$ cat src/pmt_pkg.sv
package pmt_pkg;

    typedef enum logic [3:0] {
        S_IDLE = 4'b0001,
        S_PREP = 4'b0010,
        S_SCAN = 4'b0100,
        S_EMIT = 4'b1000
    } t_state;

    // move number prefix scan: digits, then dots, then a new group
    typedef enum logic [3:0] {
        P_DIG0 = 4'b0001,
        P_DIG  = 4'b0010,
        P_DOT  = 4'b0100,
        P_DONE = 4'b1000
    } t_phase;

    localparam logic [7:0] CH_DOLLAR = 8'h24;
    localparam logic [7:0] CH_LBRACE = 8'h7B;
    localparam logic [7:0] CH_RBRACE = 8'h7D;
    localparam logic [7:0] CH_SEMI   = 8'h3B;
    localparam logic [7:0] CH_LPAREN = 8'h28;
    localparam logic [7:0] CH_RPAREN = 8'h29;
    localparam logic [7:0] CH_DOT    = 8'h2E;
    localparam logic [7:0] CH_STAR   = 8'h2A;
    localparam logic [7:0] CH_BANG   = 8'h21;
    localparam logic [7:0] CH_QUEST  = 8'h3F;
    localparam logic [7:0] CH_ZERO   = 8'h30;
    localparam logic [7:0] CH_ONE    = 8'h31;
    localparam logic [7:0] CH_TWO    = 8'h32;
    localparam logic [7:0] CH_NINE   = 8'h39;
    localparam logic [7:0] CH_DASH   = 8'h2D;
    localparam logic [7:0] CH_SLASH  = 8'h2F;
    localparam logic [7:0] CH_SPACE  = 8'h20;
    localparam logic [7:0] CH_TAB    = 8'h09;
    localparam logic [7:0] CH_LF     = 8'h0A;
    localparam logic [7:0] CH_VT     = 8'h0B;
    localparam logic [7:0] CH_FF     = 8'h0C;
    localparam logic [7:0] CH_CR     = 8'h0D;

    localparam logic [2:0] LEN_WIN  = 3'd3;
    localparam logic [2:0] LEN_DRAW = 3'd7;
    localparam logic [2:0] LEN_STAR = 3'd1;

    function automatic logic is_digit(input logic [7:0] c);
        return (c >= CH_ZERO) && (c <= CH_NINE);
    endfunction

    function automatic logic is_space(input logic [7:0] c);
        return (c == CH_SPACE) || (c == CH_TAB) || (c == CH_LF) ||
               (c == CH_VT) || (c == CH_FF) || (c == CH_CR);
    endfunction

    // "1-0"
    function automatic logic white_ok(input logic [2:0] k, input logic [7:0] c);
        logic ok;
        unique case (k)
            3'd0: ok = (c == CH_ONE);
            3'd1: ok = (c == CH_DASH);
            3'd2: ok = (c == CH_ZERO);
            default: ok = 1'b0;
        endcase
        return ok;
    endfunction

    // "0-1"
    function automatic logic black_ok(input logic [2:0] k, input logic [7:0] c);
        logic ok;
        unique case (k)
            3'd0: ok = (c == CH_ZERO);
            3'd1: ok = (c == CH_DASH);
            3'd2: ok = (c == CH_ONE);
            default: ok = 1'b0;
        endcase
        return ok;
    endfunction

    // "1/2-1/2"
    function automatic logic draw_ok(input logic [2:0] k, input logic [7:0] c);
        logic ok;
        unique case (k)
            3'd0: ok = (c == CH_ONE);
            3'd1: ok = (c == CH_SLASH);
            3'd2: ok = (c == CH_TWO);
            3'd3: ok = (c == CH_DASH);
            3'd4: ok = (c == CH_ONE);
            3'd5: ok = (c == CH_SLASH);
            3'd6: ok = (c == CH_TWO);
            default: ok = 1'b0;
        endcase
        return ok;
    endfunction

endpackage

$ cat src/pmt_ram.sv
module pmt_ram #(
    parameter int WIDTH = 8,
    parameter int DEPTH = 16
) (
    input  logic                     i_clk,
    input  logic                     i_we,
    input  logic [$clog2(DEPTH)-1:0] i_waddr,
    input  logic [WIDTH-1:0]         i_wdata,
    input  logic [$clog2(DEPTH)-1:0] i_raddr,
    output logic [WIDTH-1:0]         o_rdata
);

    logic [WIDTH-1:0] r_mem [DEPTH];
    logic [WIDTH-1:0] r_rdata;

    always_ff @(posedge i_clk) begin
        if (i_we) begin
            r_mem[i_waddr] <= i_wdata;
        end
        r_rdata <= r_mem[i_raddr];
    end

    assign o_rdata = r_rdata;

endmodule

$ cat src/pgn_movetext_tokenizer_unit.sv
// Movetext tokenizer: takes one character per request and returns the move tokens it
// contains, one character per request with an end marker on the last, skipping comments,
// variations, move numbers, annotations, NAGs and results. A character that closes a
// token keeps the input stalled, so that no further character is taken, while the block
// sets up the buffer read, makes one scan step per buffered character through the single
// read port of the token buffer plus a final decision step, and emits each kept
// character, waiting out any output stall. Characters past MAX_TOKEN_CHARS are dropped
// and the token is flagged.
module pgn_movetext_tokenizer_unit
    import pmt_pkg::*;
#(
    parameter int MAX_TOKEN_CHARS = 16,
    parameter int MAX_NEST_LEVEL  = 15
) (
    input  logic       i_clk,
    input  logic       i_rst_n,
    input  logic       i_text_valid,
    output logic       o_text_stall,
    input  logic [7:0] i_text_char,
    input  logic       i_text_last,
    output logic       o_token_valid,
    input  logic       i_token_stall,
    output logic [7:0] o_token_char,
    output logic       o_token_end,
    output logic       o_token_truncated
);

    localparam int AW = $clog2(MAX_TOKEN_CHARS);
    localparam int PW = $clog2(MAX_TOKEN_CHARS + 1);
    localparam int NW = $clog2(MAX_NEST_LEVEL + 1);
    localparam logic [PW-1:0] FILL_MAX = PW'(MAX_TOKEN_CHARS);
    localparam logic [NW-1:0] NEST_MAX = NW'(MAX_NEST_LEVEL);
    localparam logic [PW-1:0] PTR_ONE  = PW'(1);
    localparam logic [NW-1:0] NEST_ONE = NW'(1);

    t_state        r_state, n_state;
    logic          r_line, n_line;
    logic          r_brace, n_brace;
    logic [NW-1:0] r_nest, n_nest;
    logic [PW-1:0] r_fill, n_fill;
    logic          r_ovf, n_ovf;
    logic [PW-1:0] r_ptr, n_ptr;
    logic [PW-1:0] r_start, n_start;
    logic          r_o_valid, n_o_valid;

    t_phase        r_phase, n_phase;
    logic [2:0]    r_rel, n_rel;
    logic          r_any_dot, n_any_dot;
    logic          r_only_num, n_only_num;
    logic          r_only_ann, n_only_ann;
    logic          r_dollar, n_dollar;
    logic          r_star, n_star;
    logic          r_mw, n_mw;
    logic          r_mb, n_mb;
    logic          r_md, n_md;
    logic [7:0]    r_o_char, n_o_char;
    logic          r_o_end, n_o_end;
    logic          r_o_trunc, n_o_trunc;

    logic          accept;
    logic          c_wr, c_close, c_ovf_set;
    logic          c_line, c_brace;
    logic [NW-1:0] c_nest;
    logic [PW-1:0] fill_after;
    logic [7:0]    rdata;
    logic          restart;
    logic [2:0]    rel_b;
    logic          keep;
    logic          load;
    logic          emit_end;

    pmt_ram #(
        .WIDTH(8),
        .DEPTH(MAX_TOKEN_CHARS)
    ) u_buf (
        .i_clk  (i_clk),
        .i_we   (accept && c_wr),
        .i_waddr(r_fill[AW-1:0]),
        .i_wdata(i_text_char),
        .i_raddr(n_ptr[AW-1:0]),
        .o_rdata(rdata)
    );

    assign accept       = (r_state == S_IDLE) && i_text_valid;
    assign o_text_stall = (r_state != S_IDLE);

    // character classification against the current mode
    always_comb begin
        c_wr      = 1'b0;
        c_close   = 1'b0;
        c_ovf_set = 1'b0;
        c_line    = r_line;
        c_brace   = r_brace;
        c_nest    = r_nest;
        if (r_line) begin
            if ((i_text_char == CH_LF) || (i_text_char == CH_CR)) begin
                c_line = 1'b0;
            end
        end else if (r_brace) begin
            if (i_text_char == CH_RBRACE) begin
                c_brace = 1'b0;
            end
        end else if (r_nest != '0) begin
            if (i_text_char == CH_LBRACE) begin
                c_brace = 1'b1;
            end else if (i_text_char == CH_SEMI) begin
                c_line = 1'b1;
            end else if (i_text_char == CH_LPAREN) begin
                if (r_nest < NEST_MAX) begin
                    c_nest = r_nest + NEST_ONE;
                end
            end else if (i_text_char == CH_RPAREN) begin
                c_nest = r_nest - NEST_ONE;
            end
        end else if (i_text_char == CH_LBRACE) begin
            c_close = 1'b1;
            c_brace = 1'b1;
        end else if (i_text_char == CH_SEMI) begin
            c_close = 1'b1;
            c_line  = 1'b1;
        end else if (i_text_char == CH_LPAREN) begin
            c_close = 1'b1;
            c_nest  = NEST_ONE;
        end else if (is_space(i_text_char)) begin
            c_close = 1'b1;
        end else if (r_fill < FILL_MAX) begin
            c_wr = 1'b1;
        end else begin
            c_ovf_set = 1'b1;
        end
    end

    assign fill_after = r_fill + PW'(c_wr);
    assign emit_end   = ((r_ptr + PTR_ONE) == r_fill);
    assign load       = !r_o_valid || !i_token_stall;

    // prefix stripping restarts the token after each digits-and-dots group
    always_comb begin
        restart = 1'b0;
        n_phase = r_phase;
        unique case (r_phase)
            P_DIG0: n_phase = is_digit(rdata) ? P_DIG : P_DONE;
            P_DIG: begin
                if (is_digit(rdata)) begin
                    n_phase = P_DIG;
                end else if (rdata == CH_DOT) begin
                    n_phase = P_DOT;
                end else begin
                    n_phase = P_DONE;
                end
            end
            P_DOT: begin
                if (rdata != CH_DOT) begin
                    restart = 1'b1;
                    n_phase = is_digit(rdata) ? P_DIG : P_DONE;
                end
            end
            P_DONE: n_phase = P_DONE;
            default: n_phase = P_DONE;
        endcase
    end

    assign rel_b = restart ? 3'd0 : r_rel;

    assign keep = (r_phase != P_DOT) && (r_rel != 3'd0) && !r_dollar &&
                  !(r_only_num && r_any_dot) && !r_only_ann &&
                  !(r_mw && (r_rel == LEN_WIN)) && !(r_mb && (r_rel == LEN_WIN)) &&
                  !(r_md && (r_rel == LEN_DRAW)) && !(r_star && (r_rel == LEN_STAR));

    always_comb begin
        n_state    = r_state;
        n_line     = r_line;
        n_brace    = r_brace;
        n_nest     = r_nest;
        n_fill     = r_fill;
        n_ovf      = r_ovf;
        n_ptr      = r_ptr;
        n_start    = r_start;
        n_o_valid  = r_o_valid && i_token_stall;
        n_rel      = r_rel;
        n_any_dot  = r_any_dot;
        n_only_num = r_only_num;
        n_only_ann = r_only_ann;
        n_dollar   = r_dollar;
        n_star     = r_star;
        n_mw       = r_mw;
        n_mb       = r_mb;
        n_md       = r_md;
        n_o_char   = r_o_char;
        n_o_end    = r_o_end;
        n_o_trunc  = r_o_trunc;

        unique case (r_state)
            S_IDLE: begin
                if (accept) begin
                    n_line  = c_line && !i_text_last;
                    n_brace = c_brace && !i_text_last;
                    n_nest  = i_text_last ? '0 : c_nest;
                    n_fill  = fill_after;
                    n_ovf   = r_ovf || c_ovf_set;
                    if (c_close || i_text_last) begin
                        if (fill_after != '0) begin
                            n_state = S_PREP;
                        end else begin
                            n_fill = '0;
                            n_ovf  = 1'b0;
                        end
                    end
                end
            end
            S_PREP: begin
                n_ptr      = '0;
                n_start    = '0;
                n_state    = S_SCAN;
            end
            S_SCAN: begin
                if (r_ptr != r_fill) begin
                    n_ptr = r_ptr + PTR_ONE;
                    if (restart) begin
                        n_start = r_ptr;
                    end
                    n_rel      = (rel_b == 3'd7) ? 3'd7 : rel_b + 3'd1;
                    n_any_dot  = (restart ? 1'b0 : r_any_dot) || (rdata == CH_DOT);
                    n_only_num = (restart ? 1'b1 : r_only_num) &&
                                 ((rdata == CH_DOT) || is_digit(rdata));
                    n_only_ann = (restart ? 1'b1 : r_only_ann) &&
                                 ((rdata == CH_BANG) || (rdata == CH_QUEST));
                    n_mw       = (restart ? 1'b1 : r_mw) && white_ok(rel_b, rdata);
                    n_mb       = (restart ? 1'b1 : r_mb) && black_ok(rel_b, rdata);
                    n_md       = (restart ? 1'b1 : r_md) && draw_ok(rel_b, rdata);
                    if (rel_b == 3'd0) begin
                        n_dollar = (rdata == CH_DOLLAR);
                        n_star   = (rdata == CH_STAR);
                    end
                end else if (keep) begin
                    n_ptr   = r_start;
                    n_state = S_EMIT;
                end else begin
                    n_fill  = '0;
                    n_ovf   = 1'b0;
                    n_state = S_IDLE;
                end
            end
            S_EMIT: begin
                if (load) begin
                    n_o_valid = 1'b1;
                    n_o_char  = rdata;
                    n_o_end   = emit_end;
                    n_o_trunc = r_ovf;
                    n_ptr     = r_ptr + PTR_ONE;
                    if (emit_end) begin
                        n_fill  = '0;
                        n_ovf   = 1'b0;
                        n_state = S_IDLE;
                    end
                end
            end
            default: n_state = S_IDLE;
        endcase
    end

    // scan flags and phase start fresh for each token
    t_phase scan_phase;
    always_comb begin
        scan_phase = r_phase;
        if (r_state == S_PREP) begin
            scan_phase = P_DIG0;
        end else if ((r_state == S_SCAN) && (r_ptr != r_fill)) begin
            scan_phase = n_phase;
        end
    end

    always_ff @(posedge i_clk) begin
        if (!i_rst_n) begin
            r_state   <= S_IDLE;
            r_line    <= 1'b0;
            r_brace   <= 1'b0;
            r_nest    <= '0;
            r_fill    <= '0;
            r_ovf     <= 1'b0;
            r_ptr     <= '0;
            r_start   <= '0;
            r_o_valid <= 1'b0;
            r_phase   <= P_DIG0;
        end else begin
            r_state   <= n_state;
            r_line    <= n_line;
            r_brace   <= n_brace;
            r_nest    <= n_nest;
            r_fill    <= n_fill;
            r_ovf     <= n_ovf;
            r_ptr     <= n_ptr;
            r_start   <= n_start;
            r_o_valid <= n_o_valid;
            r_phase   <= scan_phase;
        end
    end

    always_ff @(posedge i_clk) begin
        if (r_state == S_PREP) begin
            r_rel      <= 3'd0;
            r_any_dot  <= 1'b0;
            r_only_num <= 1'b1;
            r_only_ann <= 1'b1;
            r_dollar   <= 1'b0;
            r_star     <= 1'b0;
            r_mw       <= 1'b1;
            r_mb       <= 1'b1;
            r_md       <= 1'b1;
        end else begin
            r_rel      <= n_rel;
            r_any_dot  <= n_any_dot;
            r_only_num <= n_only_num;
            r_only_ann <= n_only_ann;
            r_dollar   <= n_dollar;
            r_star     <= n_star;
            r_mw       <= n_mw;
            r_mb       <= n_mb;
            r_md       <= n_md;
        end
        r_o_char  <= n_o_char;
        r_o_end   <= n_o_end;
        r_o_trunc <= n_o_trunc;
    end

    assign o_token_valid     = r_o_valid;
    assign o_token_char      = r_o_char;
    assign o_token_end       = r_o_end;
    assign o_token_truncated = r_o_trunc;

`ifndef NO_ASSERTIONS
    a_fill_bound: assert property (@(posedge i_clk) disable iff (!i_rst_n)
        r_fill <= FILL_MAX)
        else $error("token fill beyond buffer");

    a_nest_bound: assert property (@(posedge i_clk) disable iff (!i_rst_n)
        r_nest <= NEST_MAX)
        else $error("variation depth beyond bound");

    a_emit_ptr: assert property (@(posedge i_clk) disable iff (!i_rst_n)
        (r_state == S_EMIT) |-> (r_ptr < r_fill))
        else $error("emit pointer past buffered token");

    a_last_clears: assert property (@(posedge i_clk) disable iff (!i_rst_n)
        (accept && i_text_last) |=> (!r_line && !r_brace && (r_nest == '0)))
        else $error("mode state not cleared after last character");

    a_rose_in_emit: assert property (@(posedge i_clk) disable iff (!i_rst_n)
        $rose(o_token_valid) |-> ($past(r_state) == S_EMIT))
        else $error("token request raised outside emit");
`endif

endmodule
$ cat config.mk
export PLATFORM = sky130hd
export DESIGN_NAME = pgn_movetext_tokenizer_unit
export DESIGN_NICKNAME = d
export VERILOG_FILES = /design/src/pmt_pkg.sv /design/src/pmt_ram.sv /design/src/pgn_movetext_tokenizer_unit.sv
export SDC_FILE = /design/constraint.sdc
export NUM_CORES = 1
export LEC_CHECK = 0
export BUFFER_PORTS_ARGS = -buffer_cell sky130_fd_sc_hd__buf_2
export CAP_MARGIN = 20
export CORE_MARGIN = 4
export CORE_UTILIZATION = 45
export DETAILED_ROUTE_END_ITERATION = 7
export PLACE_DENSITY = 0.65
export SLEW_MARGIN = 20
export SYNTH_ARGS = -nofsm -noshare
export SYNTH_HDL_FRONTEND = slang
export SYNTH_SLANG_ARGS = --single-unit
$ cat constraint.sdc
create_clock -name i_clk -period 8.5 [get_ports i_clk]
set_input_delay 1.7 -clock i_clk [delete_from_list [all_inputs] [get_ports i_clk]]
set_output_delay 1.7 -clock i_clk [all_outputs]
set_load 0.1 [all_outputs]
# Word level (Yosys, flattened, before mapping)
# Memory sizes are Yosys's and may differ from the RTL's. A register that Yosys moved wholly into a read port is not among the register bits.
# Index checks and enable logic that the tools add are counted.
dict set report totals {
  ff_bits 52
  mem_bits_rw 128
  out_inout_bits 12
  wordCells 266
  mem_count 1
}
dict set report classes {
  n_addsub 5
  order_cmp 4
  n_eq_ne 59
  mux 103
  n_bitwise 1
  n_reduce_logical 70
}
# memory depth width read_ports rd_clocked_by_memory_dff write_ports line_no
set memory_table {}
lappend memory_table {u_buf.r_mem 16 8 1 1 1 pmt_ram.sv:13} ;# logic [WIDTH-1:0] r_mem [DEPTH];
# op n
set op_table {}
lappend op_table {{8-bit by 6-bit == test with 1-bit output (second input constant)} 14}
lappend op_table {{4-bit 2-to-1 mux} 23}
lappend op_table {{5-bit 2-to-1 mux} 12}
lappend op_table {{1-bit 2-to-1 mux} 57}
lappend op_table {{8-bit by 4-bit == test with 1-bit output (second input constant)} 5}
lappend op_table {{5-bit one-hot mux with 3 select lines} 2}
lappend op_table {{1-bit logical AND} 25}
lappend op_table {{2-bit != test (second input constant)} 12}
lappend op_table {{8-bit by 7-bit == test with 1-bit output (second input constant)} 2}
lappend op_table {{4-bit one-hot mux with 4 select lines} 1}
lappend op_table {{3-bit == test (second input constant)} 5}
lappend op_table {{3-bit nonzero test} 5}
lappend op_table {{1-bit logical OR} 12}
lappend op_table {{4-bit one-hot mux with 3 select lines} 1}
lappend op_table {{6-bit AND reduction} 2}
lappend op_table {{1-bit zero test} 10}
lappend op_table {{5-bit one-hot mux with 2 select lines} 1}
lappend op_table {{3-bit by 2-bit == test with 1-bit output (second input constant)} 3}
lappend op_table {{1-bit one-hot mux with 3 select lines} 3}
lappend op_table {{3-bit AND reduction} 3}
lappend op_table {{9-bit AND reduction} 1}
lappend op_table {{4-bit by 1-bit == test with 1-bit output (second input constant)} 2}
lappend op_table {{4-bit by 2-bit == test with 1-bit output (second input constant)} 2}
lappend op_table {{4-bit by 3-bit == test with 1-bit output (second input constant)} 2}
lappend op_table {{other kinds (27)} 37}

# Depth between registers and ports, before layout
# Gate-level depths: netlist of the first run.
dict set report depth {
  ltp_word 19
  ltp_mapped 14
  mapped_depth_nobuf 14
}

# Modules after synthesis
# A second synthesis of the first run with hierarchy kept.
dict set report hier_totals {
  cells_unflattened 592
  area_unflattened_um2 8270.4
}
# mod instances cells_per_inst area_each_um2
set by_module_without_submodules {}
lappend by_module_without_submodules {pmt_ram 1 229 5147.4}
lappend by_module_without_submodules {pgn_movetext_tokenizer_unit 1 363 3123.0}

# Worst setup path after synthesis of the first run
# Ideal clock, no wire load.
dict set report synth_path {
  path_kind {input to register}
  start {input i_text_char[4]}
  end {memory u_buf.r_mem[0][0] (enable)}
  setup_time_ps 383
  arrival_time_ps 3640
  required_ps 8117
  path_slack_ps 4476
  stages 8
  path_cell_list {nor3_1 and3b_1 o21ai_0 a21oi_1 nor4_1 nand3_1 or3_1 nor3_1}
}
dict set report synth_between {
  elab_chain_cells 16
  elab_cells_between_ends 24
  classes_between {eq/ne: 9; mux: 9; reduce/logical: 6}
}
# item line_no
set synth_lines {}
lappend synth_lines {{start: declaration} pgn_movetext_tokenizer_unit.sv:19} ;# input logic [7:0] i_text_char,
lappend synth_lines {{8-bit by 6-bit == test with 1-bit output / 8-bit by 4-bit == test with 1-bit output (equally long branches)} pmt_pkg.sv:50} ;# return (c == CH_SPACE) || (c == CH_TAB) || (c == CH_LF) ||
lappend synth_lines {{1-bit logical OR (3 in a row)} pmt_pkg.sv:50}
lappend synth_lines {{1-bit logical OR (2 in a row)} pmt_pkg.sv:51} ;# (c == CH_VT) || (c == CH_FF) || (c == CH_CR);
lappend synth_lines {{1-bit 2-to-1 mux} pgn_movetext_tokenizer_unit.sv:124} ;# end else if (is_space(i_text_char)) begin
lappend synth_lines {{1-bit 2-to-1 mux} pgn_movetext_tokenizer_unit.sv:121} ;# end else if (i_text_char == CH_LPAREN) begin
lappend synth_lines {{1-bit 2-to-1 mux} pgn_movetext_tokenizer_unit.sv:118} ;# end else if (i_text_char == CH_SEMI) begin
lappend synth_lines {{1-bit 2-to-1 mux (*)} pgn_movetext_tokenizer_unit.sv:115} ;# end else if (i_text_char == CH_LBRACE) begin
lappend synth_lines {{1-bit 2-to-1 mux (*)} pgn_movetext_tokenizer_unit.sv:103} ;# end else if (r_nest != '0) begin
lappend synth_lines {{1-bit 2-to-1 mux (*)} pgn_movetext_tokenizer_unit.sv:99} ;# end else if (r_brace) begin
lappend synth_lines {{1-bit 2-to-1 mux (*)} pgn_movetext_tokenizer_unit.sv:95} ;# if (r_line) begin
lappend synth_lines {{1-bit logical AND (*)} pgn_movetext_tokenizer_unit.sv:77} ;# .i_we (accept && c_wr),
lappend synth_lines {{1-bit 2-to-1 mux (*)} pmt_ram.sv:17} ;# if (i_we) begin
lappend synth_lines {{1-bit 2-to-1 mux (not written as such) (*)} pmt_ram.sv:18} ;# r_mem[i_waddr] <= i_wdata;
lappend synth_lines {{end: declaration} pmt_ram.sv:13}
# Every way passes the cells marked *; elsewhere a longest branch is shown, timed or not.

# Final worst setup path of the first run
dict set report layout_path {
  start {register r_state[1]}
  end {register u_buf.r_rdata[3], in the netlist u_buf.o_rdata[3] (read register of u_buf.r_mem)}
}
dict set report layout_between {
  elab_chain_cells 2
  elab_cells_between_ends 4
  classes_between {eq/ne: 3; mux: 1}
}
# item line_no
set layout_lines {}
lappend layout_lines {{start: declaration} pgn_movetext_tokenizer_unit.sv:36} ;# t_state r_state, n_state;
lappend layout_lines {{start signal: assignment} pgn_movetext_tokenizer_unit.sv:286} ;# r_state <= n_state;
lappend layout_lines {{4-bit == test, or another cell as far along} pgn_movetext_tokenizer_unit.sv:193} ;# unique case (r_state)
lappend layout_lines {{5-bit one-hot mux with 3 select lines (*)} pgn_movetext_tokenizer_unit.sv:193}
lappend layout_lines {{end: declaration} pmt_ram.sv:14} ;# logic [WIDTH-1:0] r_rdata;
# Marks and branches as above.
# A chain may end at the register's enable or synchronous reset.

==> flow_summary.ini, run 1 <==
[power]
power_density_nw_per_um2 = 234.0
vdd_drop_max_uv = 161.2
leakage_nw = 3.299

[layout]
stdcell_area_um2 = 9133
n_fill_cell = 1576
instances_no_fill = 928
seq_area_um2 = 5145
finish.net_count = 709
final_common_cell = edfxtp_1
multi_input_area_um2 = 2960
diodes = 0
syn2layout_area_growth_pct = 10.07
drive_above_1_share = 0.1044
final_cell_mix = edfxtp_1 (138), nand2_1 (75), mux2i_1 (62), dfxtp_1 (50), nor2_1 (48)

[yosys]
synth-compound-area-share = 0.1107
yosys.area_share.simple = 0.1335
syn_area_um2 = 8297
synth.net_count = 692
ys_seq_elements = 188
synth_xor_area_frac = 0.01976
synth.mux.area_fraction = 0.07480
synthCells = 669
ys_seq_area_frac = 0.6201
synth-edff-count = 138
synthArstFlopShare = 0
synth_top_family_by_area = simple AND/OR/NAND/NOR gates
yosysUniqueCellTypes = 67
synth_flop_cell = edfxtp_1
synth.avg_cell_area_um2 = 12.40
synthAdderAreaFrac = 0.01599
ys.warnings.count = 0

[route]
vias_per_cell = 5.770
via_count = 5355
routed_wl_um = 17410
wl_per_cell_um = 18.76
dr.pass1.iters = 5
drt_iter0_markers = 361
postRouteAntennaNets = 0
drcViolationCount = 0

[global_routing]
grt_max_degree = 49
grt_pass1_wl_um = 27590
overflow = 0
use_met3 = 0.03860
grt_pass1_vias = 5243
busiest_layer = met2
met2_usage = 0.2946
met1_usage = 0.2261
grt_use_total = 0.1753
antenna_found_initial = 0

[floorplan]
ios = 25
dieArea_um2 = 20670
rows = 49
die_h_um = 143.8
coreArea_um2 = 18020
die_w_um = 143.8
start_util = 0.4603

[clock_network]
clock_sinks = 188
ctsHoldBuffers = 0
cts_buffers = 17
clk_pin_slew_ns = 0.07
tritoncts = yes
insertion_delay_ns = 0.43
postCtsSetupBuffers = 0
cts_buffer_depth = 2
cts_resized = 0
cts_root_buf = clkbuf_16
htreeDepth = 4

[sta]
grt_setup_unrepaired = false
finalHoldViolCount = 0
max_slew_margin = 0.3414
post-route-period-util = 0.5121
finalSetupViolCount = 0
worstMarginPinSlew_ns = 0.9855
period_needed_ns = 4.353
tns_ns = 0
layout_setup_ws_ns = 4.147
fmax_ghz = 0.2297
maxSlewViolCount = 0
skew_ns = 0.01154

[placement]
gp_congestion = 0.8692
dp.cells = 895
port_buffers = 24
placed_cell_area_um2 = 8562
hpwl_um = 11580
place_ws_ns = 3.722

[run_status]
outcome = complete, no violations

[critical_path]
path_max_fanout = 34
start_kind = flip-flop
arrival_ns = 4.63
criticalPathCategory = flip-flop to flip-flop
endpoint_kind = flip-flop
worstPathRequired_ns = 8.78

[flow_run]
max_cap_violations = 0

[hold_path]
worstHoldPathType = flip-flop to flip-flop
kinds of logic (layout without fill, tap and decap cells):
kind of cell             Yosys count  after routing
flip-flops                       188            188
adder cells (fa/ha/maj)           10             10
AO/OA/AOI/OAI                    129            129
AND/OR/NAND/NOR                  223            223
multiplexers                      62             62
XOR/XNOR                          17             17
buffers and inverters             40             70
metrics by stage:
step                      hold slack, ns    util  power (mW)
after CTS                         0.4374  0.5058       2.146
after global routing              0.4480  0.5067       2.230
after global placement            0.4220  0.4747       1.404
after floorplan                   0.4064       -       1.327
after detailed placement          0.4211  0.4750       1.416
final                             0.4364  0.5067       2.137
sequential cells by signal, summed over array words and instances, names as in the netlist, 3 cells and up:
name / cells
r_state: 4
r_fill: 5
r_rel: 3
r_phase: 4
r_start: 5
u_buf.o_rdata: 8
r_nest: 4
u_buf.r_mem: 128
r_ptr: 5
o_token_char: 8
final timing paths:
| check | start | endpoint | slack (ns) | cells after the start |
|---|---|---|---|---|
| max | r_state[1]$_SDFFE_PN0P_ | u_buf.o_rdata[3]$_DFF_P_ | 4.15 | 10 |
| min | u_buf.o_rdata[6]$_DFF_P_ | o_token_char[6]$_DFFE_PP_ | 0.44 | 0 |
| max reg2reg | r_state[1]$_SDFFE_PN0P_ | u_buf.o_rdata[3]$_DFF_P_ | 4.15 | 10 |
| min reg2reg | u_buf.o_rdata[6]$_DFF_P_ | o_token_char[6]$_DFFE_PP_ | 0.44 | 0 |
Yosys cell counts, drive strengths merged, types with 3 or more instances:
master  number  area (um^2)
buf         16        118.9
mux2i       62        620.6
nor3        15        75.07
o31ai        3        36.28
dfxtp       50         1001
o22a         4        35.03
o21ai       20        103.9
or3          4        25.02
edfxtp     138         4144
and2         8        50.05
nand3       21        105.1
and3         5        31.28
a21o         3        22.52
nor2b       10        62.56
ha           9        112.6
a22oi        3        22.52
nor3b        3        22.52
o221ai       8        70.07
clkbuf      14        52.55
a21boi      11        82.57
a21oi       33        165.2
a32oi        8        70.07
inv         10        37.54
nand4        7        43.79
xor2        12        105.1
nor4         5        31.28
a22o        16        140.1
nor2        49        191.4
nand2       75        281.5
xnor2        4        35.03
nand2b       8        65.07
a31oi        3        18.77
metal layers:
layer / vias to the layer above / share of wire
met4: 0 / 0.012
met5: - / 0
met1: 2636 / 0.44
met2: 143 / 0.50
met3: 16 / 0.047
li1: 2560 / -
critical path, cell delays in order (launching register included):
cell	delay [ns]
dfxtp_1	0.37
nor4b_2	0.60
o31ai_1	0.15
or4_1	0.55
nor2_1	0.31
a221o_2	0.63
buf_4	0.59
mux2i_1	0.30
nand2_1	0.08
a32oi_1	0.38
o221ai_1	0.20
area by class of cell:
type	count	area share
Clock buffer	17	0.04658
Multi-Input combinational cell	441	0.3242
Inverter	10	0.004110
Clock inverter	15	0.01425
Sequential cell	188	0.5634
Timing Repair Buffer	28	0.01617
Tap cell	229	0.03137
report_power, final:
group	internal, mW	switching (mW)	total [mW]
Combinational	0.105	0.193	0.298
Sequential	1.05	0.0545	1.10
Clock	0.385	0.352	0.736
Note: power is estimated with default switching activity, not from simulation.
==> run 2: changes to the inputs <==
clock period = 4.1 ns   (was 8.5 ns; I/O delays follow)
==> flow_summary.ini, run 2 (synthesis gave the netlist of run 1 again) <==
[run_status]
outcome = complete, no violations

[route]
dr.pass1.iters = 4
vias_per_cell = 5.740
drcViolationCount = 0
via_count = 5436
drt_iter0_markers = 453
routed_wl_um = 18220
wl_per_cell_um = 19.24
postRouteAntennaNets = 0

[power]
swShare = 0.2704
p_sw_mw = 1.254
power_density_nw_per_um2 = 497.1
power_mw = 4.640
seq_power_share = 0.492
pwr-share-comb = 0.142
pwr-share-clk = 0.366
internal_power_mw = 3.386
leakage_nw = 3.428
vdd_drop_max_uv = 308.3

[global_routing]
busiest_layer = met2
met1_usage = 0.2403
met2_usage = 0.3067
overflow = 0
grt_pass1_wl_um = 28880
use_met3 = 0.03993
grt_use_total = 0.1824
grt_pass1_vias = 5392
grt_max_degree = 36
antenna_found_initial = 0

[sta]
grt_setup_unrepaired = false
fmax_ghz = 0.2771
maxSlewViolCount = 0
finalHoldViolCount = 0
layout_setup_ws_ns = 0.4910
period_needed_ns = 3.609
max_slew_margin = 0.4292
fin_hold_ws_ns = 0.4437
skew_ns = 0.007629
post-route-period-util = 0.8802
finalSetupViolCount = 0
worstMarginPinSlew_ns = 0.8562
tns_ns = 0

[clock_network]
insertion_delay_ns = 0.43
htreeDepth = 4
cts_root_buf = clkbuf_16
ctsHoldBuffers = 0
cts_buffer_depth = 2
clk_pin_slew_ns = 0.07
postCtsSetupBuffers = 0
clock_sinks = 188
cts_resized = 0
tritoncts = yes
cts_buffers = 17

[floorplan]
rows = 49
dieArea_um2 = 20670
coreArea_um2 = 18020
start_util = 0.4603
ios = 25
die_w_um = 143.8
die_h_um = 143.8

[critical_path]
criticalPathCategory = flip-flop to flip-flop
arrival_ns = 3.90
r2r_start = r_fill[3]$_SDFFE_PN0P_
r2r_slack_ns = 0.49
start_kind = flip-flop
path_max_fanout = 33
cp-startpoint = r_fill[3]$_SDFFE_PN0P_
worstPathRequired_ns = 4.39
endpoint_kind = flip-flop

[layout]
diodes = 0
stdcell_area_um2 = 9334
finish.net_count = 729
instances_no_fill = 947
final_common_cell = edfxtp_1
syn2layout_area_growth_pct = 12.50
top_register = u_buf.r_mem
largest_reg_flops = 128
drive_above_1_share = 0.1240
final_cell_mix = edfxtp_1 (138), nand2_1 (75), mux2i_1 (62), dfxtp_1 (50), nor2_1 (48)
final_util = 0.5178

[hold_path]
hp-start = r_ovf$_SDFFE_PN0P_
worstHoldPathType = flip-flop to flip-flop

[placement]
dp.cells = 916
hpwl_um = 12440
place_ws_ns = 0.4714
gp_congestion = 0.8974
placed_cell_area_um2 = 8727
port_buffers = 24

[flow_run]
max_cap_violations = 0
## run 2: changes by cell type in the layout (fill, tap and decap cells not counted), sizes merged
cell / change
clkbuf: +1
clkinv: -3
buf: +20
clkinvlp: -2
bufinv: +3
## run 2: power by group through the flow
stage / combinational, mW / sequential [mW] / clock [mW]
floorplan: 0.482 / 2.27 / 0
global placement: 0.642 / 2.32 / 0
detailed placement: 0.650 / 2.33 / 0
CTS: 0.653 / 2.28 / 1.72
global route: 0.718 / 2.30 / 1.81
finish: 0.657 / 2.28 / 1.70
## run 2: worst max-delay path, cell delays in order, from the launching register on
cell	delay [ns]
dfxtp_1	0.54
xor2_1	0.15
or4_4	0.57
o21ai_0	0.17
nand2_1	0.09
mux2i_1	0.20
and2_2	0.75
buf_4	0.39
mux2i_1	0.24
a22o_1	0.20
o221ai_1	0.14
## run 2: metal layers
metal  up-vias  part of all wire
met4         0             0.013
met5         -                 0
met1      2688              0.45
met3        17             0.049
li1       2593                 -
met2       138              0.49
## run 2: path summary, 6_finish.rpt
check,to,cells past startpoint
setup / recovery,u_buf.o_rdata[2]$_DFF_P_,10
hold / removal,o_token_truncated$_DFFE_PP_,0
setup reg to reg,u_buf.o_rdata[2]$_DFF_P_,10
hold reg to reg,o_token_truncated$_DFFE_PP_,0
## run 2: final cells by class
cell class              count  area (um^2)
fillers                  1553         8691
flip-flops and latches    188         5145
multi-input cells         441         2945
clock buffers              18        429.2
repair buffers             48        312.8
well taps                 229        286.5
clock inverters            13        177.7
inverters                  10        37.54
